===== src/design/wfds_pkg.sv =====
`default_nettype none
package wfds_pkg;

    localparam int FRAME_SIZE_DEF = 128;
    localparam int PWR_W = 48;
    localparam int LOG_W = 22;
    localparam int DB_W = 48;

    localparam logic [PWR_W-1:0] PWR_MAX = {PWR_W{1'b1}};
    localparam logic [PWR_W-1:0] PWR_ONE = PWR_W'(64'd1 << 20);
    localparam logic signed [22:0] DB_K = 23'sd3156528;
    localparam logic signed [22:0] LOG_OFFSET = 23'sd1310720;
    localparam logic signed [DB_W-1:0] DB_FLOOR = -(48'sd1920 <<< 32);

    typedef struct packed {
        logic ld_we;
        logic rd;
        logic mul;
        logic wr_sum;
        logic wr_diff;
        logic sq;
        logic pk_clr;
        logic pk_acc;
        logic pw_load;
        logic lg_start;
        logic lg_sel_pk;
        logic db_pk;
        logic db_lv;
        logic out_load;
    } t_cmd;

    typedef struct packed {
        logic lg_done;
        logic out_free;
    } t_stat;

    // Cosine of p/65536 of a turn in Q15, built from Taylor sums in Q30.
    function automatic logic signed [16:0] cosq(input logic [15:0] p);
        logic [1:0] q;
        logic [13:0] r;
        logic [63:0] x;
        logic [63:0] x2;
        logic [63:0] term;
        logic signed [63:0] c;
        logic signed [63:0] s;
        logic signed [63:0] v;
        logic signed [63:0] y;
        q = p[15:14];
        r = p[13:0];
        x = ({50'd0, r} * 64'd3373259426 + 64'd16384) >> 15;
        x2 = (x * x) >> 30;
        c = 64'sd1 <<< 30;
        term = 64'd1 << 30;
        for (int k = 1; k <= 7; k++) begin
            term = ((term * x2) >> 30) / 64'((2 * k - 1) * (2 * k));
            if (k % 2 == 1) c = c - $signed(term);
            else c = c + $signed(term);
        end
        s = $signed(x);
        term = x;
        for (int k = 1; k <= 7; k++) begin
            term = ((term * x2) >> 30) / 64'((2 * k) * (2 * k + 1));
            if (k % 2 == 1) s = s - $signed(term);
            else s = s + $signed(term);
        end
        if (c < 0) c = 0;
        if (s < 0) s = 0;
        unique case (q)
            2'd0: v = c;
            2'd1: v = -s;
            2'd2: v = -c;
            default: v = s;
        endcase
        y = (v + 64'sd16384) >>> 15;
        return y[16:0];
    endfunction

endpackage
`default_nettype wire


===== src/design/wfds_ctrl.sv =====
`default_nettype none
module wfds_ctrl import wfds_pkg::*; #(
    parameter int FRAME_SIZE = FRAME_SIZE_DEF
) (
    input  wire logic                          i_clk,
    input  wire logic                          i_rst_n,
    input  wire logic                          i_valid,
    output logic                               o_ready,
    output t_cmd                               o_cmd,
    input  wire t_stat                         i_stat,
    output logic [$clog2(FRAME_SIZE)-1:0]      o_addr_a,
    output logic [$clog2(FRAME_SIZE)-1:0]      o_addr_b,
    output logic [$clog2(FRAME_SIZE)-2:0]      o_tw_idx,
    output logic [$clog2(FRAME_SIZE)-2:0]      o_bin,
    output logic                               o_last
);
    localparam int LOG2N = $clog2(FRAME_SIZE);
    localparam int IW = LOG2N;
    localparam int HW = LOG2N - 1;
    localparam int SW = $clog2(LOG2N);
    localparam logic [IW-1:0] CNT_LAST = IW'(FRAME_SIZE - 1);
    localparam logic [HW-1:0] HALF_LAST = HW'(FRAME_SIZE / 2 - 1);
    localparam logic [SW-1:0] STG_LAST = SW'(LOG2N - 1);

    typedef enum logic [17:0] {
        S_LOAD   = 18'b000000000000000001,
        S_BF_RD  = 18'b000000000000000010,
        S_BF_MUL = 18'b000000000000000100,
        S_BF_WA  = 18'b000000000000001000,
        S_BF_WB  = 18'b000000000000010000,
        S_PK_RD  = 18'b000000000000100000,
        S_PK_SQ  = 18'b000000000001000000,
        S_PK_ACC = 18'b000000000010000000,
        S_PK_GO  = 18'b000000000100000000,
        S_PK_LOG = 18'b000000001000000000,
        S_PK_DB  = 18'b000000010000000000,
        S_LV_RD  = 18'b000000100000000000,
        S_LV_SQ  = 18'b000001000000000000,
        S_LV_ACC = 18'b000010000000000000,
        S_LV_GO  = 18'b000100000000000000,
        S_LV_LOG = 18'b001000000000000000,
        S_LV_DB  = 18'b010000000000000000,
        S_LV_OUT = 18'b100000000000000000
    } t_state;

    t_state        r_state, n_state;
    logic [IW-1:0] r_cnt, n_cnt;
    logic [SW-1:0] r_stage, n_stage;
    logic [HW-1:0] r_bcnt, n_bcnt;

    logic [IW-1:0] half, hmask, bext, kk, addr_a, tw_full;
    logic [SW-1:0] tw_sh;

    always_comb begin
        half = IW'(1) << r_stage;
        hmask = half - IW'(1);
        bext = {1'b0, r_bcnt};
        kk = bext & hmask;
        addr_a = ((bext & ~hmask) << 1) | kk;
        tw_sh = SW'(HW) - r_stage;
        tw_full = kk << tw_sh;
        o_tw_idx = tw_full[HW-1:0];
        o_addr_b = addr_a | half;
        o_bin = r_bcnt;
        o_last = (r_bcnt == HALF_LAST);
        o_ready = (r_state == S_LOAD);
        unique case (r_state)
            S_LOAD: o_addr_a = r_cnt;
            S_BF_RD, S_BF_MUL, S_BF_WA, S_BF_WB: o_addr_a = addr_a;
            default: o_addr_a = bext;
        endcase
    end

    always_comb begin
        n_state = r_state;
        n_cnt = r_cnt;
        n_stage = r_stage;
        n_bcnt = r_bcnt;
        o_cmd = '0;
        unique case (r_state)
            S_LOAD: begin
                if (i_valid) begin
                    o_cmd.ld_we = 1'b1;
                    n_cnt = r_cnt + IW'(1);
                    if (r_cnt == CNT_LAST) begin
                        n_cnt = '0;
                        n_stage = '0;
                        n_bcnt = '0;
                        n_state = S_BF_RD;
                    end
                end
            end
            S_BF_RD: begin
                o_cmd.rd = 1'b1;
                n_state = S_BF_MUL;
            end
            S_BF_MUL: begin
                o_cmd.mul = 1'b1;
                n_state = S_BF_WA;
            end
            S_BF_WA: begin
                o_cmd.wr_sum = 1'b1;
                n_state = S_BF_WB;
            end
            S_BF_WB: begin
                o_cmd.wr_diff = 1'b1;
                n_bcnt = r_bcnt + HW'(1);
                n_state = S_BF_RD;
                if (r_bcnt == HALF_LAST) begin
                    n_bcnt = '0;
                    n_stage = r_stage + SW'(1);
                    if (r_stage == STG_LAST) begin
                        n_stage = '0;
                        o_cmd.pk_clr = 1'b1;
                        n_state = S_PK_RD;
                    end
                end
            end
            S_PK_RD: begin
                o_cmd.rd = 1'b1;
                n_state = S_PK_SQ;
            end
            S_PK_SQ: begin
                o_cmd.sq = 1'b1;
                n_state = S_PK_ACC;
            end
            S_PK_ACC: begin
                o_cmd.pk_acc = 1'b1;
                n_bcnt = r_bcnt + HW'(1);
                n_state = S_PK_RD;
                if (r_bcnt == HALF_LAST) begin
                    n_bcnt = '0;
                    n_state = S_PK_GO;
                end
            end
            S_PK_GO: begin
                o_cmd.lg_start = 1'b1;
                o_cmd.lg_sel_pk = 1'b1;
                n_state = S_PK_LOG;
            end
            S_PK_LOG: begin
                if (i_stat.lg_done) begin
                    n_state = S_PK_DB;
                end
            end
            S_PK_DB: begin
                o_cmd.db_pk = 1'b1;
                n_state = S_LV_RD;
            end
            S_LV_RD: begin
                o_cmd.rd = 1'b1;
                n_state = S_LV_SQ;
            end
            S_LV_SQ: begin
                o_cmd.sq = 1'b1;
                n_state = S_LV_ACC;
            end
            S_LV_ACC: begin
                o_cmd.pw_load = 1'b1;
                n_state = S_LV_GO;
            end
            S_LV_GO: begin
                o_cmd.lg_start = 1'b1;
                n_state = S_LV_LOG;
            end
            S_LV_LOG: begin
                if (i_stat.lg_done) begin
                    n_state = S_LV_DB;
                end
            end
            S_LV_DB: begin
                o_cmd.db_lv = 1'b1;
                n_state = S_LV_OUT;
            end
            S_LV_OUT: begin
                if (i_stat.out_free) begin
                    o_cmd.out_load = 1'b1;
                    n_bcnt = r_bcnt + HW'(1);
                    n_state = S_LV_RD;
                    if (r_bcnt == HALF_LAST) begin
                        n_bcnt = '0;
                        n_state = S_LOAD;
                    end
                end
            end
            default: n_state = S_LOAD;
        endcase
    end

    always_ff @(posedge i_clk) begin
        if (!i_rst_n) begin
            r_state <= S_LOAD;
            r_cnt <= '0;
            r_stage <= '0;
            r_bcnt <= '0;
        end else begin
            r_state <= n_state;
            r_cnt <= n_cnt;
            r_stage <= n_stage;
            r_bcnt <= n_bcnt;
        end
    end

`ifndef SYNTH
    a_load_only_free: assert property (@(posedge i_clk) disable iff (!i_rst_n)
        o_cmd.out_load |-> i_stat.out_free)
        else $error("result loaded while output register still full");
    a_done_in_wait: assert property (@(posedge i_clk) disable iff (!i_rst_n)
        i_stat.lg_done |-> (r_state == S_PK_LOG || r_state == S_LV_LOG))
        else $error("log unit finished outside a wait state");
    a_start_waits: assert property (@(posedge i_clk) disable iff (!i_rst_n)
        o_cmd.lg_start |=> (r_state == S_PK_LOG || r_state == S_LV_LOG))
        else $error("log unit started without waiting for it");
    a_frame_end: assert property (@(posedge i_clk) disable iff (!i_rst_n)
        (r_state == S_LV_OUT && i_stat.out_free && r_bcnt == HALF_LAST)
        |=> (r_state == S_LOAD && r_cnt == '0))
        else $error("frame did not return to sample loading");
`endif
endmodule
`default_nettype wire


===== config.mk =====
export PLATFORM = sky130hd
export DESIGN_NAME = wfds_ctrl
export DESIGN_NICKNAME = d
export VERILOG_FILES = /design/src/design/wfds_pkg.sv /design/src/design/wfds_ctrl.sv
export SDC_FILE = /design/constraint.sdc
export NUM_CORES = 1
export LEC_CHECK = 0
export ABC_AREA = 1
export BUFFER_PORTS_ARGS = -buffer_cell sky130_fd_sc_hd__buf_2
export CAP_MARGIN = 20
export CORE_MARGIN = 4
export CORE_UTILIZATION = 45
export CTS_CLUSTER_SIZE = 30
export DETAILED_ROUTE_END_ITERATION = 7
export GPL_ROUTABILITY_DRIVEN = 0
export HOLD_SLACK_MARGIN = 0.12
export PLACE_DENSITY = 0.72
export SYNTH_ARGS = -nofsm -noshare
export SYNTH_HDL_FRONTEND = slang
export SYNTH_SLANG_ARGS = --single-unit

===== constraint.sdc =====
create_clock -name i_clk -period 3.2 [get_ports i_clk]
set_clock_uncertainty 0.15 [all_clocks]
set_input_delay 0.32 -clock i_clk [delete_from_list [all_inputs] [get_ports i_clk]]
set_output_delay 0.32 -clock i_clk [all_outputs]
set_load 0.02 [all_outputs]

==> results of run 1 <==
[stage by stage]
step                      std cells  area (um^2)
after CTS                       555         3260
after global placement          547         3110
after floorplan                 434         2850
after detailed placement        547         3110
after global routing            555         3260
final                           555         3260
[logic make-up (layout without fill, tap and decap cells)]
group	after synthesis	after routing	synth area share, %
fa+ha+maj	8	8	3.52
flops	34	34	23.9
simple gates	240	240	45.8
xor+xnor	6	6	1.85
buf+inv	89	135	12.8
compound gates	57	57	12.1
[where the power goes]
part	leakage (nW)	switching (mW)	internal, mW	total [mW]
clock	0.0714	0.171	0.333	0.504
sequential	0.276	0.136	0.504	0.640
combinational	1.43	1.36	0.617	1.98
total	1.78	1.67	1.45	3.12
[flip-flops by register name, summed over array words and instances, names as in the netlist]
register  cells
r_cnt         7
r_state      18
r_stage       3
o_bin         6
[worst max-delay path by stage]
stage | start | end | slack, ns
floorplan | r_stage[0] | o_tw_idx[5] | 0.59
global placement | r_stage[0] | o_tw_idx[5] | 0.58
detailed placement | r_stage[0] | o_tw_idx[5] | 0.48
CTS | r_stage[0] | o_tw_idx[5] | 0.13
global route | r_stage[0] | o_tw_idx[5] | 0.10
finish | r_stage[0] | o_tw_idx[5] | 0.27
[worst max-delay path, cell delays in order, from the launching register on]
cell and delay [ns]:
dfxtp_2 0.47, clkinvlp_4 0.24, ha_1 0.28, nand2_1 0.13
nand3_1 0.11, xnor2_1 0.24, nand2_1 0.11, o21ai_1 0.19
nand2_1 0.07, a31oi_1 0.13, buf_2 0.19
[area by class of cell]
type                       count  area (um^2)  area share [%]
tap                           75         93.8            2.88
inverter                      81          313            9.59
clock inverter                 2         60.1            1.84
clock buffer                   6         82.6            2.53
multi-input combinational    311         1800            55.2
timing repair buffer          46          230            7.06
sequential                    34          682            20.9
[routing by layer]
layer	vias to the layer above	track usage, %	part of all wire [%]
met3	14	4.26	5.0
met4	0	5.86	1.5
met2	74	33.2	48
met5	-	0	0
met1	1351	24.6	45
li1	1480	-	-
[synth_stat cells (3+ instances only)]
| master | instances |
|---|---|
| nand2_4 | 5 |
| nand4_4 | 3 |
| nand2_2 | 5 |
| o21ai_1 | 8 |
| nand4_1 | 12 |
| buf_6 | 3 |
| nand3_1 | 32 |
| nor2_4 | 7 |
| xor2_1 | 5 |
| nor2_1 | 58 |
| inv_2 | 11 |
| o21ai_0 | 17 |
| nand3b_1 | 5 |
| o22ai_1 | 3 |
| nand2_1 | 84 |
| ha_1 | 8 |
| nor3_4 | 3 |
| a21oi_1 | 13 |
| dfxtp_1 | 34 |
| nand3_2 | 4 |
| inv_1 | 67 |
| nor2_2 | 6 |
| o211ai_1 | 4 |
| nor3_1 | 10 |
| nor2_8 | 3 |
[timing repair]
item                       CTS  global route
setup endpoints to repair    0             5
hold endpoints to repair     0             0
hold buffers                 0             0
setup buffers                0             0
gates resized for setup      0             2
==> results_dict.tcl, run 1 <==
set metrics [dict create \
    hold_viol_final 0 \
    start_util_pct 47.2 \
    tns_ns 0 \
    fin_ws_ns 0.266 \
    drc 0 \
    holdCritStartpoint "i_stat[0]" \
    syn_area_um2 2850 \
    fmax_ghz 0.341 \
    cts_made_buffers 5 \
    cts.reportedPaths.clkPinSlew_ns 0.08 \
    hp-class "in -> reg" \
    diodes 0 \
    syn_nets 447 \
    drive_above_1_share_pct 22.9 \
    synth-edff-count 0 \
    synth_top_cell_by_area "dfxtp_1" \
    cp.arrival_ns 2.46 \
    areaGrowthSynthToFinish_pct 14.6 \
    power_density_nw_per_um2 957 \
    seq_area_frac_synth_pct 23.9 \
    regToRegEndpoint "r_state[15]" \
    worst-setup-path-type "reg -> out" \
    drtAntennaViolNets 0 \
    yosysWarnings 0 \
    dieArea_um2 7660 \
    grtUsageTotal_pct 19.5 \
    dp_slack_ns 0.479 \
    async_flop_share_pct 0 \
    reg2reg_from "r_state[17]" \
    whs_endpoint "o_bin[5]" \
    fp.dieH_um 87.5 \
    vias 2919 \
    hpwlAfterDp_mm 5.64 \
    h-tree-depth 2 \
    grt_max_degree 29 \
    vias_per_cell 5.26 \
    relSlewSlack_pct 60.7 \
    row_count 28 \
    status "finished, final reports clean" \
    tritoncts "built" \
    hold_ws_ns 0.302 \
    firstDrtPassIters 5 \
    fillCellCount 608 \
    rsz0062_at_grt "no" \
    antenna_found_initial 0 \
    mostFrequentLayoutCells "84 x nand2_1, 67 x inv_1, 58 x nor2_1" \
    p_leak_nw 1.78 \
    synthCells 434 \
    avgSynthCellArea_um2 6.56 \
    wl_per_cell_um 13.3 \
    clock_latency_ns 0.29 \
    r2r_cells 8 \
    yosys.cell_types.count 42 \
    ys_seq_elements 34 \
    final_nets 492 \
    utilization_pct 54.1 \
    die_w_um 87.5 \
    clock_path_buffers 2 \
    grt-ovfl-total 0 \
    grt_pass1_wl_mm 12.0 \
    reg2reg_slack_ns 1.06 \
    end_kind "output pin" \
    cts_sinks 34 \
    setup_violations 0 \
    wl_mm 7.39 \
    worstPathRequired_ns 2.73 \
    ys.flop_type "dfxtp_1" \
    cts_root_buffer "clkbuf_8" \
    drt-initial-drc-count 160 \
    maxSlewViolCount 0 \
    io_buffers 46 \
    min_period_ns 2.93 \
    synthTopCellsByArea "dfxtp_1 24%, nand2_1 11%, inv_1 8.8%" \
    peakVddDrop_mv 0.623 \
    cap_violations 0 \
    layout_commonest_cell "nand2_1" \
    worst_pin_slew_ns 0.589 \
    ios 47 \
    grt_pass1_vias 2682 \
    finalCritPeriodShare_pct 91.7 \
    synth_top_area_share_pct 23.9 \
    crit_fanout 11 \
    coreArea_um2 6030 \
    total_power_mw 3.12 \
    holdPathStages 4 \
    startpoint_type "flip-flop" \
]
Power figures use the tool's default switching activity.
==> run 2, diff against run 1 <==
- CORE_UTILIZATION: 45 -> 55
- PLACE_DENSITY: 0.72 -> 0.84
==> run 2 against run 1 <==
  * Wire length is 0.62% lower
  * Sequential share of layout area is 0.48 points higher
  * Worst setup slack better by 0.0088 ns
  * First-iteration DRC count is 54% higher
  * Clock power is 39% lower
==> results_dict.tcl, run 2 (synthesis results as in run 1) <==
set metrics [dict create \
    worst_pin_slew_ns 0.576 \
    ios 47 \
    wl_mm 7.35 \
    coreArea_um2 4880 \
    maxSlewViolCount 0 \
    cts_setup_buffers 0 \
    worstPathRequired_ns 2.73 \
    pwr-share-comb_pct 67.8 \
    cts_made_buffers 5 \
    peakVddDrop_mv 0.576 \
    reg2reg_slack_ns 1.02 \
    firstDrtPassIters 5 \
    p_leak_nw 1.75 \
    drtAntennaViolNets 0 \
    clock_latency_ns 0.29 \
    cts_root_buffer "clkbuf_8" \
    use_met3_pct 5.98 \
    p_int_mw 1.27 \
    use_met1_pct 29.7 \
    power_density_nw_per_um2 920 \
    fillCellCount 444 \
    tns_ns 0 \
    met2_usage_pct 42.1 \
    hpwlAfterDp_mm 5.69 \
    p_seq_share_pct 21.8 \
    grt_pass1_wl_mm 12.6 \
    areaGrowthSynthToFinish_pct 12.0 \
    relSlewSlack_pct 61.6 \
    drt-initial-drc-count 247 \
    antenna_found_initial 0 \
    hold_ws_ns 0.312 \
    r2r_cells 10 \
    cts_sinks 34 \
    clock_path_buffers 2 \
    regToRegEndpoint "r_stage[1]" \
    drc 0 \
    largest_reg_flops 18 \
    wl_per_cell_um 13.5 \
    vias 3009 \
    hp-class "in -> reg" \
    diodes 0 \
    fp.dieH_um 79.9 \
    layout_commonest_cell "nand2_1" \
    mostFrequentLayoutCells "84 x nand2_1, 67 x inv_1, 58 x nor2_1" \
    total_power_mw 2.93 \
    row_count 25 \
    status "finished, final reports clean" \
    multi_input_area_um2 1800 \
    dieArea_um2 6390 \
    top_register "r_state" \
    rsz0062_at_grt "no" \
    cts.repair.resized 0 \
    regArea_um2 682 \
    grtUsageTotal_pct 24.6 \
    fmax_ghz 0.342 \
    cap_violations 0 \
    reg2reg_from "r_state[17]" \
    crit_fanout 11 \
    min_period_ns 2.93 \
    tritoncts "built" \
    startpoint_type "flip-flop" \
    utilization_pct 65.3 \
    cts_hold_buf 0 \
    end_kind "output pin" \
    finalCritPeriodShare_pct 91.4 \
    power_switching_mw 1.66 \
    grt_max_degree 29 \
    grt_pass1_vias 2842 \
    die_w_um 79.9 \
    io_buffers 46 \
    cp.arrival_ns 2.46 \
    top_usage_layer "met2" \
    final_nets 492 \
    vias_per_cell 5.51 \
    h-tree-depth 2 \
    endpoint "o_tw_idx[5]" \
    sw_frac_of_total_pct 56.8 \
    crit_path_start "r_stage[0]" \
    hold_viol_final 0 \
    start_util_pct 58.3 \
    worst-setup-path-type "reg -> out" \
    p_clk_share_pct 10.4 \
    drive_above_1_share_pct 22.8 \
    grt-ovfl-total 0 \
    setup_violations 0 \
    cts.reportedPaths.clkPinSlew_ns 0.07 \
]
## run 2: metal layers
| layer | share of wire [%] | up-vias |
|---|---|---|
| li1 | - | 1488 |
| met1 | 42 | 1387 |
| met2 | 50 | 117 |
| met3 | 6.0 | 17 |
| met4 | 1.9 | 0 |
| met5 | 0 | - |
## run 2: worst min-delay path by stage
stage / from / endpoint / slack (ns) / cells past startpoint
after floorplan: r_cnt[6] / r_cnt[6] / 0.31 / 2
after global placement: r_cnt[4] / r_cnt[4] / 0.34 / 2
after detailed placement: r_cnt[6] / r_cnt[6] / 0.35 / 2
after CTS: i_stat[0] / o_bin[5] / 0.30 / 4
after global routing: i_stat[0] / o_bin[5] / 0.37 / 4
final: i_stat[0] / o_bin[5] / 0.31 / 4
## run 2: through the flow
step | instance area (um^2) | instances | worst slack, ns
finish | 3190 | 546 | 0.275
CTS | 3180 | 546 | 0.145
floorplan | 2850 | 434 | 0.593
global route | 3190 | 546 | 0.146
global placement | 3100 | 539 | 0.599
detailed placement | 3100 | 539 | 0.467
## run 2: critical path: stages, from the launching register on
cell        delay (ns)
dfxtp_2           0.47
clkinvlp_4        0.23
ha_1              0.28
nand2_1           0.13
nand3_1           0.12
xnor2_1           0.26
nand2_1           0.11
o21ai_1           0.18
nand2_1           0.07
a31oi_1           0.12
buf_2             0.19
## run 2: final cells by class
class,count,area share (%)
clock buffer,5,2.16
tap,67,2.63
multi-input combinational,311,56.5
inverter,81,9.81
timing repair buffer,46,7.22
clock inverter,2,0.314
sequential,34,21.4
## run 2: power by group through the flow
stage | clock, mW | combinational, mW | sequential [mW]
floorplan | 0 | 1.61 | 0.613
global placement | 0 | 1.92 | 0.635
detailed placement | 0 | 1.97 | 0.639
CTS | 0.311 | 1.98 | 0.628
global route | 0.333 | 2.21 | 0.651
finish | 0.306 | 1.99 | 0.639
==> run 3, diff against run 2 <==
- ABC_AREA: 1 -> unset
- PLACE_DENSITY: 0.84 -> 0.85
==> run 3 against run 2 <==
  * Synthesized area down 10%
  * Hold slack worse by 0.021 ns
  * Critical path depth shrank 1
  * Core utilization grew 0.71 points
  * Sequential share of layout area is 2.0 points higher
  * Sequential cell count stayed put
  * Power down 69%
  * Clock power is 6% higher
  * Critical path type unchanged
  * Largest power group is now registers
==> results_dict.tcl, run 3 <==
set metrics [dict create \
    critPathMaxStageDelay_ns 0.38 \
    end_kind "output pin" \
    cp_cell_sequence "inv_1 > ha_1 > nor3_1 > or3_1 > and2_1 > a311oi_1 > a21oi_1 > mux2_2 > buf_2" \
    synthTopCellsByCount "39 x nor2_1, 38 x nand2_1, 34 x dfxtp_1" \
    areaGrowthSynthToFinish_pct 14.4 \
    p_leak_nw 1.37 \
    coreArea_um2 4410 \
    worst_pin_slew_ns 0.578 \
    tns_ns 0 \
    top_register "r_state" \
    synthCells 328 \
    path_depth 9 \
    syn_area_um2 2550 \
    crit_path_top_delay_cell "ha_1" \
    cap_violations 0 \
    min_period_ns 3.04 \
    crit_fanout 10 \
    status "finished, final reports clean" \
    hold_ws_ns 0.291 \
    cts.reportedPaths.clkPinSlew_ns 0.07 \
    row_count 24 \
    power_density_nw_per_um2 313 \
    wl_met1_mm 3.08 \
    grt_pass1_vias 2384 \
    cts_made_buffers 5 \
    setup_violations 0 \
    synth_top_cell_by_area "dfxtp_1" \
    grt-ovfl-total 0 \
    hpwlAfterDp_mm 4.98 \
    cpLargestDelayFamily "simple AND/OR/NAND/NOR gates" \
    fmax_ghz 0.329 \
    reg2reg_slack_ns 0.51 \
    cts_root_buffer "clkbuf_8" \
    antenna_found_initial 0 \
    relSlewSlack_pct 61.1 \
    dieArea_um2 5790 \
    wl_per_cell_um 16.5 \
    rsz0062_at_grt "no" \
    critPathBufInv 2 \
    drive_above_1_share_pct 23.5 \
    synthTopCellsByArea "dfxtp_1 27%, nor2_1 5.7%, nand2_1 5.6%" \
    drt-initial-drc-count 249 \
    mostFrequentLayoutCells "46 x buf_2, 39 x nor2_1, 38 x nand2_1" \
    tritoncts "built" \
    grt_max_degree 21 \
    stdcell_area_um2 2920 \
    grt_pass1_wl_mm 11.4 \
    syn_nets 341 \
    cts_hold_buf 0 \
    cts_sinks 34 \
    dr_wl_met2_mm 3.25 \
    synth_top_area_share_pct 26.7 \
    reg2reg_from "r_state[8]" \
    clock_latency_ns 0.29 \
    async_flop_share_pct 0 \
    h-tree-depth 2 \
    utilization_pct 66.0 \
    drtAntennaViolNets 0 \
    hp-class "in -> reg" \
    total_power_uw 913 \
    peakVddDrop_mv 0.320 \
    cp.arrival_ns 2.57 \
    worstPathRequired_ns 2.73 \
    finalCritPeriodShare_pct 95.0 \
    grtUsageTotal_pct 23.5 \
    wl_mm 6.96 \
    io_buffers 46 \
    diodes 0 \
    final_nets 385 \
    ios 47 \
    largest_reg_flops 18 \
    vias_per_cell 6.37 \
    yosysWarnings 0 \
    regToRegEndpoint "r_state[5]" \
    fp.dieH_um 76.1 \
    ys_seq_elements 34 \
    maxSlewViolCount 0 \
    start_util_pct 57.7 \
    wl_met3_um 547 \
    vias 2693 \
    ys.flop_type "dfxtp_1" \
    startpoint_type "flip-flop" \
    clock_path_buffers 2 \
    cts_setup_buffers 0 \
    hold_viol_final 0 \
    crit_path_start "r_stage[0]" \
    avgSynthCellArea_um2 7.77 \
    top_layer "met4" \
    endpoint "o_tw_idx[4]" \
    dpl_cell_area_um2 2820 \
    firstDrtPassIters 5 \
    seq_area_frac_synth_pct 26.7 \
    layout_commonest_cell "buf_2" \
    r2r_cells 6 \
    die_w_um 76.1 \
    worst-setup-path-type "reg -> out" \
    synth-edff-count 0 \
    synthMostInstantiatedCell "nor2_1" \
    yosys.cell_types.count 70 \
    drc 0 \
]
[run 3: changes by cell type in the layout (fill, tap and decap cells not counted), sizes merged, moves of 6 or more]
cell / previous run / this run
nand2b: 0 / 10
inv: 80 / 9
or3: 0 / 7
nand4: 15 / 8
nand3: 37 / 13
buf: 46 / 53
o21ai: 26 / 12
and3: 1 / 7
a22oi: 1 / 7
nor2: 74 / 39
nor4: 0 / 9
nand2: 94 / 40
[run 3: area by class of cell]
cell class / instances / area, um^2
Multi-Input combinational cell: 267 / 1760
Sequential cell: 34 / 682
Timing Repair Buffer: 53 / 283
Inverter: 11 / 42.5
Clock buffer: 6 / 82.6
Fill cell: 383 / 1500
Tap cell: 52 / 65.1
[run 3: repair_timing]
| item | CTS | global route |
|---|---|---|
| hold endpoints to repair | 0 | 0 |
| gates resized for setup | 0 | 2 |
| setup endpoints to repair | 0 | 4 |
[run 3: stage by stage]
step | worst slack, ns | std cells
3_3_place_gp | 0.439 | 417
3_5_place_dp | 0.335 | 417
6_report | 0.159 | 423
5_1_grt | 0.0127 | 423
4_1_cts | 0.0216 | 423
2_1_floorplan | 0.534 | 328
[run 3: logic make-up (layout without fill, tap and decap cells)]
family	Yosys count	after routing	synth area share [%]
mux	2	2	0.835
buf+inv	27	70	4.57
xor+xnor	11	11	3.78
simple gates	179	179	39.8
compound gates	67	67	20.4
flops	34	34	26.7
fa+ha+maj	8	8	3.93
[run 3: worst min path at each step]
stage              start     endpoint  cells after the start
2_1_floorplan   r_cnt[6]     r_cnt[6]                      2
3_3_place_gp    r_cnt[6]     r_cnt[6]                      2
3_5_place_dp    r_cnt[6]     r_cnt[6]                      2
4_1_cts        i_stat[0]  r_state[17]                      3
5_1_grt        i_stat[0]  r_state[17]                      3
6_report       i_stat[0]  r_state[17]                      3
[run 3: power by group]
group | switching, mW | internal, mW
registers | 0.0117 | 0.430
clock network | 0.159 | 0.166
logic | 0.0932 | 0.0524
total | 0.264 | 0.649
[run 3: worst register-to-register path: cells and delay by family, from the launching register on]
| kind | cells | cell delay (ns) |
|---|---|---|
| AND/OR/NAND/NOR | 6 | 2.08 |
| flip-flops | 1 | 0.34 |
[run 3: metal layers]
metal	vias to the layer above	GRT usage [%]
met4	0	6.64
li1	1284	-
met1	1263	32.1
met5	-	0
met3	15	5.32
met2	131	37.2
